`config.mk`:
```
export PLATFORM = sky130hd
export DESIGN_NAME = ffha_ctrl
export DESIGN_NICKNAME = d
export VERILOG_FILES = /design/src/rtl/core/ffha_pkg.sv /design/src/rtl/core/ffha_ctrl.sv
export SDC_FILE = /design/constraint.sdc
export NUM_CORES = 1
export LEC_CHECK = 0
export ABC_CLOCK_PERIOD_IN_PS = 2600
export BUFFER_PORTS_ARGS = -buffer_cell sky130_fd_sc_hd__buf_2
export CELL_PAD_IN_SITES_DETAIL_PLACEMENT = 0
export CELL_PAD_IN_SITES_GLOBAL_PLACEMENT = 2
export CORE_UTILIZATION = 35
export DETAILED_ROUTE_END_ITERATION = 7
export HOLD_SLACK_MARGIN = 0.02
export PLACE_DENSITY_LB_ADDON = 0.1
export SETUP_SLACK_MARGIN = 0.3
export SYNTH_ARGS = -nofsm -noshare
export SYNTH_HDL_FRONTEND = slang
export SYNTH_SLANG_ARGS = --single-unit
```
`constraint.sdc`:
```
create_clock -name clk_i -period 2.6 [get_ports clk_i]
set_input_delay 0 -clock clk_i [delete_from_list [all_inputs] [get_ports clk_i]]
set_output_delay 0 -clock clk_i [all_outputs]
set_load 0.02 [all_outputs]
```
`src/rtl/core/ffha_pkg.sv`:
```
// Shared types and constants of the first-fit heap allocator.
package ffha_pkg;

  localparam int unsigned LimitSlack   = 64;
  localparam int unsigned MergeSlack   = 64;
  localparam int unsigned RstHeapBytes = 65536;
  localparam int unsigned RstMinBlock  = 128;
  localparam int unsigned RstInitBlock = 512;

  typedef enum logic [1:0] {
    OP_INIT  = 2'd0,
    OP_ALLOC = 2'd1,
    OP_FREE  = 2'd2,
    OP_QUERY = 2'd3
  } opcode_e;

  typedef enum logic [1:0] {
    ST_OK        = 2'd0,
    ST_TOO_LARGE = 2'd1,
    ST_NO_FIT    = 2'd2,
    ST_BAD_ALIGN = 2'd3
  } status_e;

  typedef enum logic [1:0] {
    CFG_HEAP_BYTES    = 2'd0,
    CFG_BASE_LOW_BITS = 2'd1,
    CFG_MIN_BLOCK     = 2'd2,
    CFG_INITIAL_BLOCK = 2'd3
  } cfg_idx_e;

  typedef struct packed {
    logic [1:0]  opcode;
    logic [15:0] request_size;
    logic [6:0]  alignment;
    logic [15:0] address;
  } cmd_t;

  typedef struct packed {
    logic [1:0]  status;
    logic [15:0] payload_offset;
    logic        is_allocated;
  } res_t;

  typedef enum logic [4:0] {
    DP_NOP,
    DP_LATCH,
    DP_SWEEP,
    DP_SWEEP_CLR,
    DP_INIT_DONE,
    DP_SET_LREQ,
    DP_WALK_START,
    DP_READ_P,
    DP_EVAL,
    DP_TAKE_SPLIT,
    DP_TAKE_TAIL,
    DP_TAKE_WHOLE,
    DP_ADV_P,
    DP_CAPT_P,
    DP_READ_NP,
    DP_CAPT_N,
    DP_MERGE_KILL,
    DP_MERGE_GROW,
    DP_SKIP2,
    DP_SCAN_READ,
    DP_SCAN_HIT,
    DP_SCAN_NEXT,
    DP_RESULT
  } dp_op_e;

  typedef struct packed {
    dp_op_e  op;
    logic    set_status;
    status_e code;
  } dp_cmd_t;

  typedef struct packed {
    logic sweep_last;
    logic over_limit;
    logic over_largest;
    logic align_bad;
    logic p_at_end;
    logic fit;
    logic split;
    logic cand;
    logic np_at_end;
    logic n_free;
    logic scan_hit;
    logic scan_last;
  } dp_sts_t;

endpackage

```
`src/rtl/core/ffha_ctrl.sv`:
```
// Controller state machine of the heap allocator.
module ffha_ctrl import ffha_pkg::*; (
  input  logic       clk_i,
  input  logic       rst_ni,
  input  logic       start_i,
  input  logic [1:0] opcode_i,
  input  dp_sts_t    sts_i,
  output logic       busy_o,
  output dp_cmd_t    dp_cmd_o
);

  typedef enum logic [20:0] {
    S_RST_CLR   = 21'h000001,
    S_IDLE      = 21'h000002,
    S_I_SWEEP   = 21'h000004,
    S_I_DONE    = 21'h000008,
    S_A_CHK     = 21'h000010,
    S_A_POST    = 21'h000020,
    S_A_ALIGN   = 21'h000040,
    S_A_WALK    = 21'h000080,
    S_A_EVAL    = 21'h000100,
    S_A_DEC     = 21'h000200,
    S_A_TAIL    = 21'h000400,
    S_A_RESTART = 21'h000800,
    S_C_LOOP    = 21'h001000,
    S_C_CAP     = 21'h002000,
    S_C_DEC     = 21'h004000,
    S_C_CAPN    = 21'h008000,
    S_C_DEC2    = 21'h010000,
    S_C_GROW    = 21'h020000,
    S_S_RD      = 21'h040000,
    S_S_CHK     = 21'h080000,
    S_RESP      = 21'h100000
  } state_e;

  state_e state_q, state_d;
  logic   ret_walk_q, ret_walk_d;
  logic   coll_q, coll_d;
  state_e ret_state;

  assign ret_state = ret_walk_q ? S_A_RESTART : S_A_POST;
  assign busy_o    = (state_q != S_IDLE);

  always_comb begin
    state_d    = state_q;
    ret_walk_d = ret_walk_q;
    coll_d     = coll_q;
    dp_cmd_o   = '{op: DP_NOP, set_status: 1'b0, code: ST_OK};
    case (state_q)
      S_RST_CLR: begin
        dp_cmd_o.op = DP_SWEEP_CLR;
        if (sts_i.sweep_last) state_d = S_IDLE;
      end
      S_IDLE: begin
        if (start_i) begin
          dp_cmd_o.op = DP_LATCH;
          case (opcode_e'(opcode_i))
            OP_INIT:  state_d = S_I_SWEEP;
            OP_ALLOC: state_d = S_A_CHK;
            default:  state_d = S_S_RD;
          endcase
        end
      end
      S_I_SWEEP: begin
        dp_cmd_o.op = DP_SWEEP;
        if (sts_i.sweep_last) state_d = S_I_DONE;
      end
      S_I_DONE: begin
        dp_cmd_o.op = DP_INIT_DONE;
        state_d     = S_RESP;
      end
      S_A_CHK: begin
        if (sts_i.over_limit) begin
          dp_cmd_o.set_status = 1'b1;
          dp_cmd_o.code       = ST_TOO_LARGE;
          state_d             = S_RESP;
        end else if (sts_i.over_largest) begin
          dp_cmd_o.op = DP_SET_LREQ;
          ret_walk_d  = 1'b0;
          state_d     = S_C_LOOP;
        end else begin
          state_d = S_A_ALIGN;
        end
      end
      S_A_POST: begin
        if (sts_i.over_largest) begin
          dp_cmd_o.set_status = 1'b1;
          dp_cmd_o.code       = ST_NO_FIT;
          state_d             = S_RESP;
        end else begin
          state_d = S_A_ALIGN;
        end
      end
      S_A_ALIGN: begin
        if (sts_i.align_bad) begin
          dp_cmd_o.set_status = 1'b1;
          dp_cmd_o.code       = ST_BAD_ALIGN;
          state_d             = S_RESP;
        end else begin
          dp_cmd_o.op = DP_WALK_START;
          coll_d      = 1'b0;
          state_d     = S_A_WALK;
        end
      end
      S_A_WALK: begin
        if (sts_i.p_at_end) begin
          if (coll_q) begin
            dp_cmd_o.set_status = 1'b1;
            dp_cmd_o.code       = ST_NO_FIT;
            state_d             = S_RESP;
          end else begin
            dp_cmd_o.op = DP_SET_LREQ;
            coll_d      = 1'b1;
            ret_walk_d  = 1'b1;
            state_d     = S_C_LOOP;
          end
        end else begin
          dp_cmd_o.op = DP_READ_P;
          state_d     = S_A_EVAL;
        end
      end
      S_A_EVAL: begin
        dp_cmd_o.op = DP_EVAL;
        state_d     = S_A_DEC;
      end
      S_A_DEC: begin
        if (sts_i.fit) begin
          if (sts_i.split) begin
            dp_cmd_o.op = DP_TAKE_SPLIT;
            state_d     = S_A_TAIL;
          end else begin
            dp_cmd_o.op = DP_TAKE_WHOLE;
            state_d     = S_RESP;
          end
        end else begin
          dp_cmd_o.op = DP_ADV_P;
          state_d     = S_A_WALK;
        end
      end
      S_A_TAIL: begin
        dp_cmd_o.op = DP_TAKE_TAIL;
        state_d     = S_RESP;
      end
      S_A_RESTART: begin
        dp_cmd_o.op = DP_WALK_START;
        state_d     = S_A_WALK;
      end
      S_C_LOOP: begin
        if (sts_i.p_at_end) begin
          state_d = ret_state;
        end else begin
          dp_cmd_o.op = DP_READ_P;
          state_d     = S_C_CAP;
        end
      end
      S_C_CAP: begin
        dp_cmd_o.op = DP_CAPT_P;
        state_d     = S_C_DEC;
      end
      S_C_DEC: begin
        if (sts_i.cand) begin
          if (sts_i.np_at_end) begin
            state_d = ret_state;
          end else begin
            dp_cmd_o.op = DP_READ_NP;
            state_d     = S_C_CAPN;
          end
        end else begin
          dp_cmd_o.op = DP_ADV_P;
          state_d     = S_C_LOOP;
        end
      end
      S_C_CAPN: begin
        dp_cmd_o.op = DP_CAPT_N;
        state_d     = S_C_DEC2;
      end
      S_C_DEC2: begin
        if (sts_i.n_free) begin
          dp_cmd_o.op = DP_MERGE_KILL;
          state_d     = S_C_GROW;
        end else begin
          dp_cmd_o.op = DP_SKIP2;
          state_d     = S_C_LOOP;
        end
      end
      S_C_GROW: begin
        // stay on the same block: it may absorb the next one too
        dp_cmd_o.op = DP_MERGE_GROW;
        state_d     = S_C_LOOP;
      end
      S_S_RD: begin
        dp_cmd_o.op = DP_SCAN_READ;
        state_d     = S_S_CHK;
      end
      S_S_CHK: begin
        if (sts_i.scan_hit) begin
          dp_cmd_o.op = DP_SCAN_HIT;
          state_d     = S_RESP;
        end else if (sts_i.scan_last) begin
          state_d = S_RESP;
        end else begin
          dp_cmd_o.op = DP_SCAN_NEXT;
          state_d     = S_S_RD;
        end
      end
      S_RESP: begin
        dp_cmd_o.op = DP_RESULT;
        state_d     = S_IDLE;
      end
      default: begin
        state_d = S_IDLE;
      end
    endcase
  end

  always_ff @(posedge clk_i or negedge rst_ni) begin
    if (!rst_ni) begin
      state_q    <= S_RST_CLR;
      ret_walk_q <= 1'b0;
      coll_q     <= 1'b0;
    end else begin
      state_q    <= state_d;
      ret_walk_q <= ret_walk_d;
      coll_q     <= coll_d;
    end
  end

endmodule

```
==> impl.org <==
** Timing
- Setup repair after global routing could not meet its margin everywhere.
- Subtracting the final worst setup slack from the clock period gives 2.26 ns.
- Setup violations remaining at the end of the flow were counted as 0.
- For the pin with the worst max-slew slack, the measured transition is 0.589 ns.
- For the final database, setup skew stands at 0.00811 ns.
- Fin. Hold Viols :: 0
- Final clock period utilization by the worst path :: 0.870
- Max_slew headroom :: 0.607
- The number of pins exceeding their max-slew limit in the final report was 0.
- Minimum hold slack :: 0.0402 ns
- Static timing analysis puts the maximum clock frequency at 442 MHz.
- Setup TNS :: 0 ns

** Worst hold path
- Path type of the worst min-delay path :: input pin to flop

** Synthesis
- Synthesized netlist net count :: 232
- Synth Area per Inst :: 8.86 sq um
- Area share of fa/ha/maj cells after synthesis :: 0
- Main combinational cell family by area after synthesis :: simple AND/OR/NAND/NOR gates
- The fraction of the mapped netlist area in compound gates was 0.181.
- After technology mapping, the gate count stands at 215.
- After synthesis, the share of cell area in mux cells is 0.
- Post-Syn Area :: 1900 sq um
- After synthesis, the netlist uses 59 different library cells.
- Of the total synthesized cell area, the portion taken by XOR and XNOR cells is 0.0368.
- After synthesis the netlist holds a flip-flop and latch count of 23.
- Number of enable-type register cells in the synthesized netlist :: 0
- Simple-gate share of the synthesized area :: 0.422
- Of the synthesized area, sequential elements account for 0.303.
- For this run, the number of Yosys warnings is 0.
- Async S/R FF share, synth :: 1.00
- Most used flip-flop cell after synthesis :: dfrtp_1

** Route
- Antenna Violating Nets Remaining :: 0
- Total wire length after detailed routing :: 5820 um
- Via/cell ratio :: 5.73
- In the routed design, unresolved DRC markers number 0.
- DRC marker count from the first detailed-route iteration :: 78
- First-pass iteration count of the detailed router :: 5
- The routed layout has 1,938 vias.
- Average routed wire per standard cell :: 17.2 um

** Pwr
- Peak VDD IR :: 0.000404 V
- The analysis attributes to cell leakage a power of 0.00104 uW.
- Pwr/cell area :: 705 nW/um^2

** Global routing
- Vias in the first global route :: 1,779
- The number of antenna violations at the first check in global routing came to 0.
- The first global-routing pass estimated 8830 um of wire.
- Entering global routing, the biggest net connects 24 pins.
- Sum of overflow across all layers after global routing :: 0
- GRT Resource Usage Total :: 0.210

** Setup path
- Cell mode on critical path :: nand4_1
- Along the worst path, the maximum fanout reaches 5.
- On the worst path, the slowest cell contributes a delay of 0.43 ns.
- CP Buf/Inv Count :: 2
- Data arrives at the worst endpoint at 2.26 ns.
- Broken down by cell family, the worst path's largest delay share belongs to simple AND/OR/NAND/NOR gates.
- The worst setup path is captured at a primary output.
- The worst setup path is launched from a flop.
- CP max stage cell :: dfrtp_1
- Series of cell instances along the critical path :: nor4_4 -> buf_4 -> nand4_1 -> or2_4 -> o32a_1 -> nand4_1 -> buf_6
- At the worst endpoint, the required time is 2.60 ns.
- The critical path in this run is classified as flop to primary output.

** Die
- Vertical extent of the die :: 75.8 um
- Die Outline Area :: 5740 sq um
- For this configuration, the core starts out at a cell density of 0.368.
- The die is 75.8 um wide.
- Core Region :: 5170 sq um
- In this run the core area contains 26 standard-cell rows.
- During I/O placement, the number of pins put on the boundary was 26.

** Outcome
- Status :: completed

** Clock tree
- The root buffer cell chosen for the clock tree is clkbuf_8.
- Clock-pin slew was measured on the worst setup and hold paths at 0.08 ns.
- The longest clock path from root to sink contains 2 buffers.
- TritonCTS clock tree :: done
- Worst-skew pair later-pin latency :: 0.27 ns
- H-tree lvl count :: 1
- Counting every sink on the clock net gives 23.
- Buffers inserted during clock tree synthesis total 3.

** Layout
- Summing all multi-input logic gate instances after layout gives 1330 sq um.
- Counting the fill cells in the layout gives 505.
- Area taken by flip-flops and latches :: 584 sq um
- 0 antenna diodes ended up in the layout.
- Nets@finish :: 286
- Of the cells placed in the final design, the portion with a size suffix greater than 1 is 0.362.
- From synthesis to final layout, the design area changed by 31.7%.
- Most used cells in the layout excluding fill and tap cells :: buf_4, buf_2, dfrtp_1
- Most common cell after layout, fill and taps aside :: buf_4

** Place
- The congestion estimate from routability-driven global placement came to 0.926.
- Port Buf Inserts :: 25
- Half-perimeter wire length after detailed placement :: 4130 um

** Job
- Across the run, the number of max-cap violations was 0.
-- registers in the layout, indices dropped and copies added (netlist names) --
name	cells
ret_walk_q	1
state_q	21
coll_q	1
-- cell type report --
type                    count  share of cell area
multi-input cells         172               0.529
inverters                   7              0.0105
flip-flops and latches     23               0.233
clock buffers               4              0.0180
well taps                  70              0.0349
repair buffers             62               0.174
-- cells in the mapped netlist, types with 4 or more instances --
cell type  instances  share of area
dfrtp_1           22           0.29
nand4_1            6          0.020
xor2_1             4          0.018
nor4_1            11          0.036
nand3_1            5          0.013
nor2_1            15          0.030
nand2_1           12          0.024
nor4b_1            4          0.018
inv_1              6          0.012
nor3_1            13          0.034
a21oi_1            6          0.016
or3_1              4          0.013
and2_1             4          0.013
nor2b_1            6          0.020
o21ai_0           11          0.029
nand3b_1           5          0.020
nand4b_1           4          0.018
buf_2              6          0.016
xnor2_1            4          0.018
nand2b_1           8          0.026
-- path summary, 6_finish.rpt --
| kind | from | to | slack [ns] | cells past startpoint |
|---|---|---|---|---|
| max | state_q[10] | dp_cmd_o[4] | 0.34 | 7 |
| min | sts_i[2] | state_q[17] | 0.04 | 2 |
| min reg2reg | ret_walk_q | state_q[5] | 0.50 | 1 |
| min in group asynchronous | rst_ni | coll_q | 0.26 | 2 |
| max in group asynchronous | rst_ni | state_q[9] | 1.91 | 2 |
| max reg2reg | state_q[10] | state_q[1] | 0.49 | 7 |
-- metal layers --
layer | track usage | up-vias | routed length [um]
li1 | - | 935 | -
met1 | 0.286 | 952 | 2740
met2 | 0.358 | 45 | 2820
met3 | 0.0357 | 6 | 215
met4 | 0.0247 | 0 | 51
met5 | 0 | - | 0
-- metrics by stage --
stage | power, uW | setup slack [ns] | instances | instance area, sq um | utilization
floorplan | 1010 | 0.610 | 215 | 1900 | -
global placement | 1200 | 0.262 | 304 | 2090 | 0.405
detailed placement | 1210 | 0.336 | 304 | 2090 | 0.405
CTS | 1580 | 0.300 | 327 | 2350 | 0.455
global route | 1870 | 0.275 | 338 | 2510 | 0.485
finish | 1770 | 0.339 | 338 | 2510 | 0.485
-- cells by family after synthesis --
logic type | after synthesis
simple gates | 118
xor+xnor | 8
buf+inv | 21
flops | 23
compound gates | 45
-- power breakdown --
group / switching [uW] / internal (uW)
combinational: 610 / 479
sequential: 46.7 / 394
clock: 128 / 110
-- worst register-to-register path, cell delays in order, from the launching register on --
cell and delay (ns):
dfrtp_1 0.43, nor4_4 0.27, buf_4 0.20, nand4_4 0.17, buf_4 0.20, or2_2 0.32, o221ai_1 0.25, o21ai_0 0.15
-- repair_timing --
| action | in CTS | in global routing |
|---|---|---|
| hold endpoints to repair | 30 | 0 |
| buffers inserted | 12 | 10 |
| gates resized for setup | 13 | 18 |
| hold buffers | 7 | 0 |
| cloned | 0 | 1 |
| endpoints found under the setup margin | 4 | 4 |
| pin swaps | 7 | 6 |
Power figures use the tool's default switching activity.
